===== config.mk =====
export PLATFORM = sky130hd
export DESIGN_NAME = fat16_table_sector_generator
export DESIGN_NICKNAME = d
export VERILOG_FILES = /design/src/hdl/fts_pkg.sv /design/src/hdl/fts_front.sv /design/src/hdl/fts_queue.sv /design/src/hdl/fts_back.sv /design/src/hdl/fat16_table_sector_generator.sv
export SDC_FILE = /design/constraint.sdc
export NUM_CORES = 1
export LEC_CHECK = 0
export ABC_AREA = 0
export BUFFER_PORTS_ARGS = -buffer_cell sky130_fd_sc_hd__clkbuf_2
export CORE_MARGIN = 2
export CORE_UTILIZATION = 65
export CTS_BUF_LIST = sky130_fd_sc_hd__clkbuf_2 sky130_fd_sc_hd__clkbuf_4 sky130_fd_sc_hd__clkbuf_8
export CTS_CLUSTER_DIAMETER = 120
export DETAILED_ROUTE_END_ITERATION = 7
export PLACE_DENSITY = 0.85
export REMOVE_ABC_BUFFERS = 1
export SYNTH_ARGS = -nofsm -noshare
export SYNTH_HDL_FRONTEND = slang
export SYNTH_SLANG_ARGS = --single-unit

===== constraint.sdc =====
create_clock -name clk_i -period 6.25 [get_ports clk_i]
set_input_delay 0.625 -clock clk_i [delete_from_list [all_inputs] [get_ports clk_i]]
set_output_delay 0.625 -clock clk_i [all_outputs]
set_load 0.005 [all_outputs]

===== src/hdl/fts_pkg.sv =====
`timescale 1ns / 1ps

package fts_pkg;

  localparam int SectorBytes      = 512;
  localparam int EntriesPerSector = SectorBytes / 2;
  localparam int BeatsPerSector   = (SectorBytes + 7) / 8;
  localparam int BeatW            = (BeatsPerSector > 1) ? $clog2(BeatsPerSector) : 1;
  localparam int PosW             = BeatW + 2;
  localparam int QueueDepth       = 2;
  localparam int QueuePtrW        = $clog2(QueueDepth);
  localparam int QueueCntW        = $clog2(QueueDepth + 1);

  localparam int EntryW  = 16;
  localparam int CfgIdxW = 2;

  // Configuration register indexes.
  localparam logic [CfgIdxW-1:0] REG_FIRST_END    = 2'd0;
  localparam logic [CfgIdxW-1:0] REG_SECOND_START = 2'd1;
  localparam logic [CfgIdxW-1:0] REG_SECOND_END   = 2'd2;

  localparam logic [EntryW-1:0] FIRST_END_RESET = 16'd3;
  localparam logic [EntryW-1:0] MEDIA_ENTRY0    = 16'hFFF8;
  localparam logic [EntryW-1:0] MEDIA_ENTRY1    = 16'hFFFF;
  localparam logic [EntryW-1:0] END_OF_CHAIN    = 16'hFFFF;
  localparam logic [EntryW-1:0] FREE_ENTRY      = 16'h0000;

  typedef struct packed {
    logic [EntryW-1:0] first_end;
    logic [EntryW-1:0] second_start;
    logic [EntryW-1:0] second_end;
  } cfg_t;

  // A classified request: first cluster index of the sector, and whether
  // the sector carries the media entries.
  typedef struct packed {
    logic [EntryW-1:0] base;
    logic              sec0;
  } job_t;

  typedef struct packed {
    logic             busy;
    logic [BeatW-1:0] beat;
  } back_status_t;

  function automatic logic [EntryW-1:0] entry_value(
    input logic [EntryW-1:0] base,
    input logic [PosW-1:0]   pos,
    input logic              sec0,
    input cfg_t              cfg
  );
    logic [EntryW-1:0] k;
    logic              in_body;
    logic [EntryW-1:0] res;
    k       = base + EntryW'(pos);
    in_body = (k < cfg.first_end) ||
              ((k >= cfg.second_start) && (k < cfg.second_end));
    if (32'(pos) >= EntriesPerSector) begin
      res = FREE_ENTRY;
    end else if (sec0 && (pos == PosW'(0))) begin
      res = MEDIA_ENTRY0;
    end else if (sec0 && (pos == PosW'(1))) begin
      res = MEDIA_ENTRY1;
    end else if (in_body) begin
      res = k + EntryW'(1);
    end else if ((k == cfg.first_end) || (k == cfg.second_end)) begin
      res = END_OF_CHAIN;
    end else begin
      res = FREE_ENTRY;
    end
    return res;
  endfunction

endpackage


===== src/hdl/fts_front.sv =====
`timescale 1ns / 1ps

module fts_front (
  input  logic                 in_valid_i,
  output logic                 in_ready_o,
  input  logic [7:0]           fat_sector_i,
  input  logic                 q_full_i,
  output logic                 push_o,
  output fts_pkg::job_t        job_o
);

  logic [31:0] base_wide;

  // The first cluster index of a sector is cut to 16 bits; an 8-bit sector number never makes it wrap.
  assign base_wide  = 32'(fat_sector_i) * 32'(fts_pkg::EntriesPerSector);
  assign job_o.base = base_wide[fts_pkg::EntryW-1:0];
  assign job_o.sec0 = (fat_sector_i == 8'd0);

  assign in_ready_o = !q_full_i;
  assign push_o     = in_valid_i && !q_full_i;

endmodule


===== src/hdl/fts_queue.sv =====
`timescale 1ns / 1ps

module fts_queue (
  input  logic                              clk_i,
  input  logic                              rst_ni,
  input  logic                              push_i,
  input  fts_pkg::job_t                     push_data_i,
  input  logic                              pop_i,
  output logic                              valid_o,
  output fts_pkg::job_t                     head_o,
  output logic                              full_o,
  output logic [fts_pkg::QueueCntW-1:0]     count_o
);

  fts_pkg::job_t                     slot_q [fts_pkg::QueueDepth];
  logic [fts_pkg::QueuePtrW-1:0]     wr_ptr_q, wr_ptr_d;
  logic [fts_pkg::QueuePtrW-1:0]     rd_ptr_q, rd_ptr_d;
  logic [fts_pkg::QueueCntW-1:0]     count_q, count_d;
  logic                              do_push, do_pop;

  assign valid_o = (count_q != '0);
  assign full_o  = (count_q == fts_pkg::QueueCntW'(fts_pkg::QueueDepth));
  assign head_o  = slot_q[rd_ptr_q];
  assign count_o = count_q;
  assign do_push = push_i && !full_o;
  assign do_pop  = pop_i && valid_o;

  always_comb begin
    wr_ptr_d = wr_ptr_q;
    rd_ptr_d = rd_ptr_q;
    count_d  = count_q;
    if (do_push) begin
      wr_ptr_d = (32'(wr_ptr_q) == fts_pkg::QueueDepth - 1) ? '0 : wr_ptr_q + 1'b1;
    end
    if (do_pop) begin
      rd_ptr_d = (32'(rd_ptr_q) == fts_pkg::QueueDepth - 1) ? '0 : rd_ptr_q + 1'b1;
    end
    if (do_push && !do_pop) begin
      count_d = count_q + 1'b1;
    end else if (do_pop && !do_push) begin
      count_d = count_q - 1'b1;
    end
  end

  always_ff @(posedge clk_i or negedge rst_ni) begin
    if (!rst_ni) begin
      wr_ptr_q <= '0;
      rd_ptr_q <= '0;
      count_q  <= '0;
    end else begin
      wr_ptr_q <= wr_ptr_d;
      rd_ptr_q <= rd_ptr_d;
      count_q  <= count_d;
    end
  end

  always_ff @(posedge clk_i) begin
    if (do_push) begin
      slot_q[wr_ptr_q] <= push_data_i;
    end
  end

endmodule


===== src/hdl/fts_back.sv =====
`timescale 1ns / 1ps

module fts_back (
  input  logic                       clk_i,
  input  logic                       rst_ni,
  input  fts_pkg::cfg_t              cfg_i,
  input  logic                       q_valid_i,
  input  fts_pkg::job_t              q_head_i,
  output logic                       pop_o,
  output logic                       out_valid_o,
  input  logic                       out_ready_i,
  output logic [15:0]                entry_a_o,
  output logic [15:0]                entry_b_o,
  output logic [15:0]                entry_c_o,
  output logic [15:0]                entry_d_o,
  output logic                       final_beat_o,
  output fts_pkg::back_status_t      status_o
);

  logic                          busy_q, busy_d;
  logic [fts_pkg::BeatW-1:0]     beat_q, beat_d;
  fts_pkg::job_t                 job_q, job_d;
  logic                          out_valid_q;
  logic [fts_pkg::EntryW-1:0]    ent_q [4];
  logic [fts_pkg::EntryW-1:0]    ent_d [4];
  logic                          final_q;
  logic                          advance, last_beat, load;

  assign advance   = !out_valid_q || out_ready_i;
  assign last_beat = (32'(beat_q) == fts_pkg::BeatsPerSector - 1);
  // Take the next sector as the current one hands over its last word, so
  // consecutive sectors run without a gap.
  assign load      = advance && q_valid_i && (!busy_q || last_beat);
  assign pop_o     = load;

  always_comb begin
    for (int j = 0; j < 4; j++) begin
      ent_d[j] = fts_pkg::entry_value(job_q.base, {beat_q, 2'(j)}, job_q.sec0, cfg_i);
    end
  end

  always_comb begin
    busy_d = busy_q;
    beat_d = beat_q;
    job_d  = job_q;
    if (advance) begin
      if (busy_q && !last_beat) begin
        beat_d = beat_q + 1'b1;
      end else begin
        busy_d = q_valid_i;
        beat_d = '0;
        if (load) begin
          job_d = q_head_i;
        end
      end
    end
  end

  always_ff @(posedge clk_i or negedge rst_ni) begin
    if (!rst_ni) begin
      busy_q      <= 1'b0;
      beat_q      <= '0;
      out_valid_q <= 1'b0;
    end else begin
      busy_q <= busy_d;
      beat_q <= beat_d;
      if (advance) begin
        out_valid_q <= busy_q;
      end
    end
  end

  always_ff @(posedge clk_i) begin
    job_q <= job_d;
    if (advance) begin
      for (int j = 0; j < 4; j++) begin
        ent_q[j] <= ent_d[j];
      end
      final_q <= last_beat;
    end
  end

  assign out_valid_o   = out_valid_q;
  assign entry_a_o     = ent_q[0];
  assign entry_b_o     = ent_q[1];
  assign entry_c_o     = ent_q[2];
  assign entry_d_o     = ent_q[3];
  assign final_beat_o  = final_q;
  assign status_o.busy = busy_q;
  assign status_o.beat = beat_q;

endmodule


===== src/hdl/fat16_table_sector_generator.sv =====
`timescale 1ns / 1ps

// Builds one sector of a virtual FAT16 table per request word and sends it
// as 64 output words of four little-endian entries (entry_a first), the last
// marked by final_beat_o. It sustains one output word per cycle while
// out_ready_i is high, from the entry generator behind a single output
// register. A request arriving while the generator is idle passes through
// the queue and the job register before its first word; requests queued
// behind a running sector follow with no gap. A two-word request queue lets
// in_valid_i be taken while a sector is still being produced. The chain
// registers must only be written while no sector is in flight.
module fat16_table_sector_generator (
  input  logic         clk_i,
  input  logic         rst_ni,
  input  logic         in_valid_i,
  output logic         in_ready_o,
  input  logic [7:0]   fat_sector_i,
  output logic         out_valid_o,
  input  logic         out_ready_i,
  output logic [15:0]  entry_a_o,
  output logic [15:0]  entry_b_o,
  output logic [15:0]  entry_c_o,
  output logic [15:0]  entry_d_o,
  output logic         final_beat_o,
  input  logic         cfg_we_i,
  input  logic [1:0]   cfg_idx_i,
  input  logic [15:0]  cfg_data_i
);

  fts_pkg::cfg_t                       cfg_q;
  fts_pkg::job_t                       push_job, head_job;
  logic                                push, pop, q_valid, q_full;
  logic [fts_pkg::QueueCntW-1:0]       q_count;
  fts_pkg::back_status_t               back_status;

  always_ff @(posedge clk_i or negedge rst_ni) begin
    if (!rst_ni) begin
      cfg_q.first_end    <= fts_pkg::FIRST_END_RESET;
      cfg_q.second_start <= '0;
      cfg_q.second_end   <= '0;
    end else if (cfg_we_i) begin
      unique case (cfg_idx_i)
        fts_pkg::REG_FIRST_END:    cfg_q.first_end    <= cfg_data_i;
        fts_pkg::REG_SECOND_START: cfg_q.second_start <= cfg_data_i;
        fts_pkg::REG_SECOND_END:   cfg_q.second_end   <= cfg_data_i;
        default: ;
      endcase
    end
  end

  fts_front u_front (
    .in_valid_i   (in_valid_i),
    .in_ready_o   (in_ready_o),
    .fat_sector_i (fat_sector_i),
    .q_full_i     (q_full),
    .push_o       (push),
    .job_o        (push_job)
  );

  fts_queue u_queue (
    .clk_i       (clk_i),
    .rst_ni      (rst_ni),
    .push_i      (push),
    .push_data_i (push_job),
    .pop_i       (pop),
    .valid_o     (q_valid),
    .head_o      (head_job),
    .full_o      (q_full),
    .count_o     (q_count)
  );

  fts_back u_back (
    .clk_i        (clk_i),
    .rst_ni       (rst_ni),
    .cfg_i        (cfg_q),
    .q_valid_i    (q_valid),
    .q_head_i     (head_job),
    .pop_o        (pop),
    .out_valid_o  (out_valid_o),
    .out_ready_i  (out_ready_i),
    .entry_a_o    (entry_a_o),
    .entry_b_o    (entry_b_o),
    .entry_c_o    (entry_c_o),
    .entry_d_o    (entry_d_o),
    .final_beat_o (final_beat_o),
    .status_o     (back_status)
  );

  // An accepted request is held in the queue until the generator takes it.
  a_accept_queued : assert property (@(posedge clk_i) disable iff (!rst_ni)
    (in_valid_i && in_ready_o) |=> (q_count != '0))
    else $error("accepted request not held in queue");

  a_idle_beat_zero : assert property (@(posedge clk_i) disable iff (!rst_ni)
    !back_status.busy |-> (back_status.beat == '0))
    else $error("beat counter not at zero while idle");

  a_pop_only_valid : assert property (@(posedge clk_i) disable iff (!rst_ni)
    pop |-> q_valid)
    else $error("queue popped while empty");

  a_final_follows_last : assert property (@(posedge clk_i) disable iff (!rst_ni)
    (out_valid_o && out_ready_i && !final_beat_o) |=> out_valid_o)
    else $error("sector output broke off before its final word");

endmodule

# == Word level (Yosys, flattened, before mapping) ==
# Memories as Yosys holds them, arrays and structs flattened. A register that Yosys moved wholly into a read port is not among the register bits.
# Index checks and enable logic that the tools add are counted.
# W data, S select, Z words.
# word_totals
n_memories,2
latch_bits,0
regBits,77
mem_bits_rw,82
out_inout_bits,67
input_bits,31
romBits,0
# memory_table
name,depth,word_bits,read_ports,rd_clocked_by_memory_dff,wr,line,source
u_back.ent_q,4,16,4,0,4,fts_back.sv:24,logic [fts_pkg::EntryW-1:0] ent_q [4];
u_queue.slot_q,2,9,1,1,1,fts_queue.sv:15,fts_pkg::job_t slot_q [fts_pkg::QueueDepth];
# classes
addsub,13
eq_ne,12
div,0
n_bitwise,1
shift,0
magnitude_cmp,12
reduce_logical,39
muxes,19
mul,0
# ops
cell,n
$mux W16,10
$eq A16 B16 Y1,8
$lt A16 B16 Y1,8
$add A16 B1 Y16 const B,4
$add A16 B8 Y16,4
$ge A16 B16 Y1,4
$logic_and A1 B1 Y1,13
$logic_or A1 B1 Y1,10
$logic_not A8 Y1,1
$reduce_and A2 Y1,4
$add A6 B1 Y6 const B,1
$eq A6 B6 Y1 const B,1
$logic_not A1 Y1,6
$logic_not A6 Y1,1
$mux W1,6
$mux W6,1
$eq A2 B2 Y1 const B,2
$mux W2,2
$reduce_bool A2 Y1,2
$reduce_and A3 Y1,1
$add A1 B1 Y1 const B,2
$add A2 B1 Y2 const B,1
$eq A2 B1 Y1 const B,1
$logic_not A2 Y1,1
2 further kinds,2

# == Longest topological paths before layout ==
# logic_depth
depth_word,8
depth_mapped,11
depth_no_buf,8

# == Cells and area by module ==
# From an unflattened synthesis, not the netlist that was laid out.
# unflattened
cells_unflattened,1376
hier_area_um2,14183.6
# by_module_without_submodules
mod,seq_area_each_um2,area_per_inst_um2,instances,cells_per_inst
fts_back,2662.6,10735.3,1,1180
fat16_table_sector_generator,1203.7,1818.0,1,102
fts_queue,1121.1,1477.7,1,72
fts_front,0.0,152.6,1,22

# == Least setup slack after synthesis ==
# OpenSTA, ideal clock, no wires.
# synth_timing
kind,in2reg
start,input out_ready_i
end,register u_queue.count_q (netlist bit u_queue.count_o[1])
arrival_time_ns,3.454
setup_ns,0.125
setup_slack_ns,2.671
cell_stages,7
n_path_buf,0
cell_sequence,nor2b_1 clkinv_1 o211ai_1 ha_1 xor2_1 nor2_1 xor2_1
# synth_via
elab_chain_cells,7
# synth_lines
item,line,source
from (decl),fat16_table_sector_generator.sv:19,"input logic out_ready_i,"
$logic_or A1 B1 Y1 (*),fts_back.sv:29,assign advance = !out_valid_q || out_ready_i;
$logic_and A1 B1 Y1 (*) (2 in a row),fts_back.sv:33,assign load = advance && q_valid_i && (!busy_q || last_beat);
$logic_and A1 B1 Y1 (*),fts_queue.sv:26,assign do_pop = pop_i && valid_o;
$logic_not A1 Y1,fts_queue.sv:38,if (do_push && !do_pop) begin
$logic_and A1 B1 Y1,fts_queue.sv:38,
$mux W2 or $reduce_bool A2 Y1 (tied branches),--,
to (signal assigned),fts_queue.sv:53,count_q <= count_d;
to (decl),fts_queue.sv:18,"logic [fts_pkg::QueueCntW-1:0] count_q, count_d;"
# Every way passes the cells marked *; elsewhere a longest branch is shown, timed or not.
# A chain may end at the register's enable or synchronous reset.

==> impl_table.tex <==
\begin{tabular}{lr}
\hline
Metric & Value \\
\hline
\multicolumn{2}{l}{\textbf{STA}} \\
\quad Slew headroom & 0.111 \\
\quad Post-route worst hold slack & around 330 ps \\
\quad Final TNS setup & 0 ps \\
\quad Number of hold violations in the final report & 0 \\
\quad Worst slew pin tran & 1330 ps \\
\quad Final Cycle Share & 0.526 \\
\quad Max-slew violation count & 0 \\
\quad Final worst clock skew & about 11 ps \\
\quad Final min period & $\sim$3300 ps \\
\quad Maximum operating frequency & about 300 MHz \\
\quad Number of failing setup endpoints in the final timing report & 0 \\
\quad RSZ-0062 raised after global routing & no \\
\multicolumn{2}{l}{\textbf{Yosys}} \\
\quad Count leader, synth & edfxtp\_1 \\
\quad Ranking of synthesized cells by instance count & edfxtp\_1 (90), inv\_1 (68), dfrtp\_1 (58) \\
\quad Synthesized area divided by synthesized cell count & approximately 12 um\^{}2 \\
\quad Number of different library cells in the post-synthesis netlist & 62 \\
\quad Post-synth EDFFs & 90 \\
\quad Sequential cell area fraction in the yosys report & 0.566 \\
\quad Cell count after synthesis & about 610 \\
\quad Leading cell types by total area after synthesis & edfxtp\_1 (36\%), dfrtp\_1 (20\%), ha\_1 (8.1\%) \\
\quad Cell taking the most area after synthesis & edfxtp\_1 \\
\quad Post-Synthesis Cell Area & $\sim$7400 um\^{}2 \\
\quad \#FFs+latches synth & 150 \\
\quad Synth async-reset ratio & 0.400 \\
\quad Area share of the largest cell type after synthesis & 0.364 \\
\quad Warning count from the yosys run & 0 \\
\quad Dominant synthesized flop cell & edfxtp\_1 \\
\multicolumn{2}{l}{\textbf{Floorplan}} \\
\quad Count of pins on the block boundary & 98 \\
\quad Die height & approximately 110 um \\
\quad Placement row count & 39 \\
\quad Chip width & 111 um \\
\quad Initial cell density of the core & 0.659 \\
\quad Floorplan core area & between 10,000 and 15,000 um\^{}2 \\
\quad Overall die area & roughly 12,000 um\^{}2 \\
\multicolumn{2}{l}{\textbf{Clock network}} \\
\quad Clock tree from TritonCTS & yes \\
\quad TritonCTS Buffers & 17 \\
\quad CTS max path bufs & 2 \\
\quad Root buffer cell & clkbuf\_8 \\
\quad Resize count post-CTS & 0 \\
\quad Clock input transition at the sequential cells of the worst setup and hold paths & around 90 ps \\
\quad Clock H-tree levels & 4 \\
\quad Worst-skew pair later-pin latency & $\sim$460 ps \\
\quad Post-CTS Hold Buffers & 0 \\
\quad Total setup buffers inserted after CTS & 0 \\
\quad TritonCTS Sinks & 150 \\
\multicolumn{2}{l}{\textbf{Drt}} \\
\quad Vias after detailed routing & between 5,000 and 6,000 \\
\quad Pre-antenna DRT Iters & 5 \\
\quad Post-detailed-routing wire length & 16,500 um \\
\quad Via density per instance & between 6 and 7 \\
\quad Antenna-violating nets left & 0 \\
\quad Post-detailed-route DRC marker count & 0 \\
\quad Iter 0 DRT Violations & 435 \\
\quad Detail-routed net length per standard cell & around 19 um \\
\multicolumn{2}{l}{\textbf{Final layout}} \\
\quad Antenna diodes & 0 \\
\quad Share of post-route cells with drive strength above 1 & 0.265 \\
\quad Area growth, synth to finish & 13.1\% \\
\quad Fill cell count & 754 \\
\quad Non-Filler Instances & 864 \\
\quad Multi-input logic area & 2860 um\^{}2 \\
\quad Storage cell area & $\sim$4200 um\^{}2 \\
\quad Final design instance area without fill & $\sim$8400 um\^{}2 \\
\quad Layout net count & 787 \\
\multicolumn{2}{l}{\textbf{Global routing}} \\
\quad Antenna violations before repair & 0 \\
\quad Met2 routing resource usage after global routing & 0.463 \\
\quad M1 GR Usage & 0.363 \\
\quad Met3 Resource Use GR & 0.0558 \\
\quad Wire length of the first global-routing pass & between 20,000 and 30,000 um \\
\quad Largest net degree at the start of global routing & between 70 and 80 \\
\quad Total track usage & 0.280 \\
\quad Most Crowded Layer GR & met2 \\
\quad Final global-route overflow total & 0 \\
\quad Via count of the first global-routing pass & 5,245 \\
\multicolumn{2}{l}{\textbf{Power and ir drop}} \\
\quad Peak supply drop & 0.311 mV \\
\quad Pwr Total & about 3.3 mW \\
\quad Cell Pwr Density & just under 400 nW/um\^{}2 \\
\quad Leakage power of the design & between 3 and 4 nW \\
\multicolumn{2}{l}{\textbf{Setup path}} \\
\quad CP required & between 6000 and 7000 ps \\
\quad Kind of start point of the critical path & flop \\
\quad WP data arrival & around 3400 ps \\
\quad Type of the setup path with the least slack & reg2reg \\
\quad Worst setup EP type & flop \\
\quad Maximum fanout count along the critical path & 15 \\
\multicolumn{2}{l}{\textbf{Run}} \\
\quad Max-capacitance violation count & 0 \\
\multicolumn{2}{l}{\textbf{Place}} \\
\quad Port Buffers & 97 \\
\quad Post-Place Cells & about 830 \\
\quad HPWL after detailed placement & between 10,000 and 15,000 um \\
\quad Placed instance area & 8020 um\^{}2 \\
\quad Final weighted congestion in routability-driven placement & about 0.89 \\
\multicolumn{2}{l}{\textbf{Outcome}} \\
\quad Status & complete, no violations \\
\multicolumn{2}{l}{\textbf{Min path}} \\
\quad Class of the most critical hold timing path & in2async \\
\hline
\end{tabular}
## critical path, cell delays in order (launching register included)
cell and delay [ps]:
edfxtp_1 560, ha_1 410, nand4_1 150, or3_1 500, or3_4 430, a32oi_4 630, mux2i_1 250
## area by class of cell
type                            count  area share
Tap cell                          143      0.0213
Multi-Input combinational cell    369       0.341
Sequential cell                   150       0.501
Clock buffer                       17      0.0279
Clock inverter                     15      0.0171
Inverter                           69      0.0308
Timing Repair Buffer              101      0.0614
## flip-flops by register name, indices dropped and copies added, names as in the netlist
register	flops
u_queue.rd_ptr_q	1
u_queue.slot_q	18
u_queue.count_o	2
u_back.out_valid_o	1
u_back.busy_q	1
cfg_q	48
u_back.final_beat_o	1
u_queue.wr_ptr_q	1
u_back.job_q	9
u_back.ent_q	62
u_back.beat_q	6
## logic make-up (layout without fill, tap and decap cells)
kind of cell | Yosys count | count (layout) | synth area share
xor+xnor | 17 | 17 | 0.0200
simple gates | 116 | 116 | 0.0835
fa+ha+maj | 48 | 48 | 0.0808
mux | 58 | 58 | 0.0854
flops | 150 | 150 | 0.566
compound gates | 130 | 130 | 0.115
buf+inv | 90 | 202 | 0.0492
## per-stage QoR
stage / util / setup WS [ps]
2_1_floorplan: - / 2670
3_3_place_gp: 0.712 / 3100
3_5_place_dp: 0.712 / 3010
4_1_cts: 0.745 / 2990
5_1_grt: 0.745 / 2720
6_report: 0.745 / 2960
## worst paths after layout
path / slack [ps] / depth (start not counted) / startpoint / endpoint
setup / recovery: 2960 / 6 / u_back.job_q[15] / u_back.ent_q[2][6]
hold / removal: 330 / 2 / rst_ni / cfg_q[14]
setup reg to reg: 2960 / 6 / u_back.job_q[15] / u_back.ent_q[2][6]
hold reg to reg: 510 / 1 / cfg_q[21] / cfg_q[21]
max in group asynchronous: 5420 / 2 / rst_ni / cfg_q[17]
min in group clk_i: 360 / 1 / fat_sector_i[2] / u_queue.slot_q[1][3]
## per-layer routing
| metal | wire (um) | part of all wire |
|---|---|---|
| met1 | 6730 | 0.41 |
| met2 | 8170 | 0.49 |
| met3 | 1130 | 0.068 |
| met4 | 506 | 0.031 |
| met5 | 0 | 0 |
## power by group
group,internal (mW),switching (mW)
clock,0.324,0.392
sequential,1.38,0.198
combinational,0.466,0.582
## layout by cell type, fill, tap and decap left out, drive strengths merged, types with 4 or more instances in the layout
cell,n
mux2i,15
a21oi,39
dfrtp,58
o21a,15
o21ai,30
a21o,18
mux2,43
buf,4
nand2,41
nor2b,5
nand4,9
and3,4
edfxtp,90
xnor2,15
nand3,13
ha,48
clkinv,5
nor2,9
nor3,8
clkbuf,114
inv,76
Power figures use the tool's default switching activity.
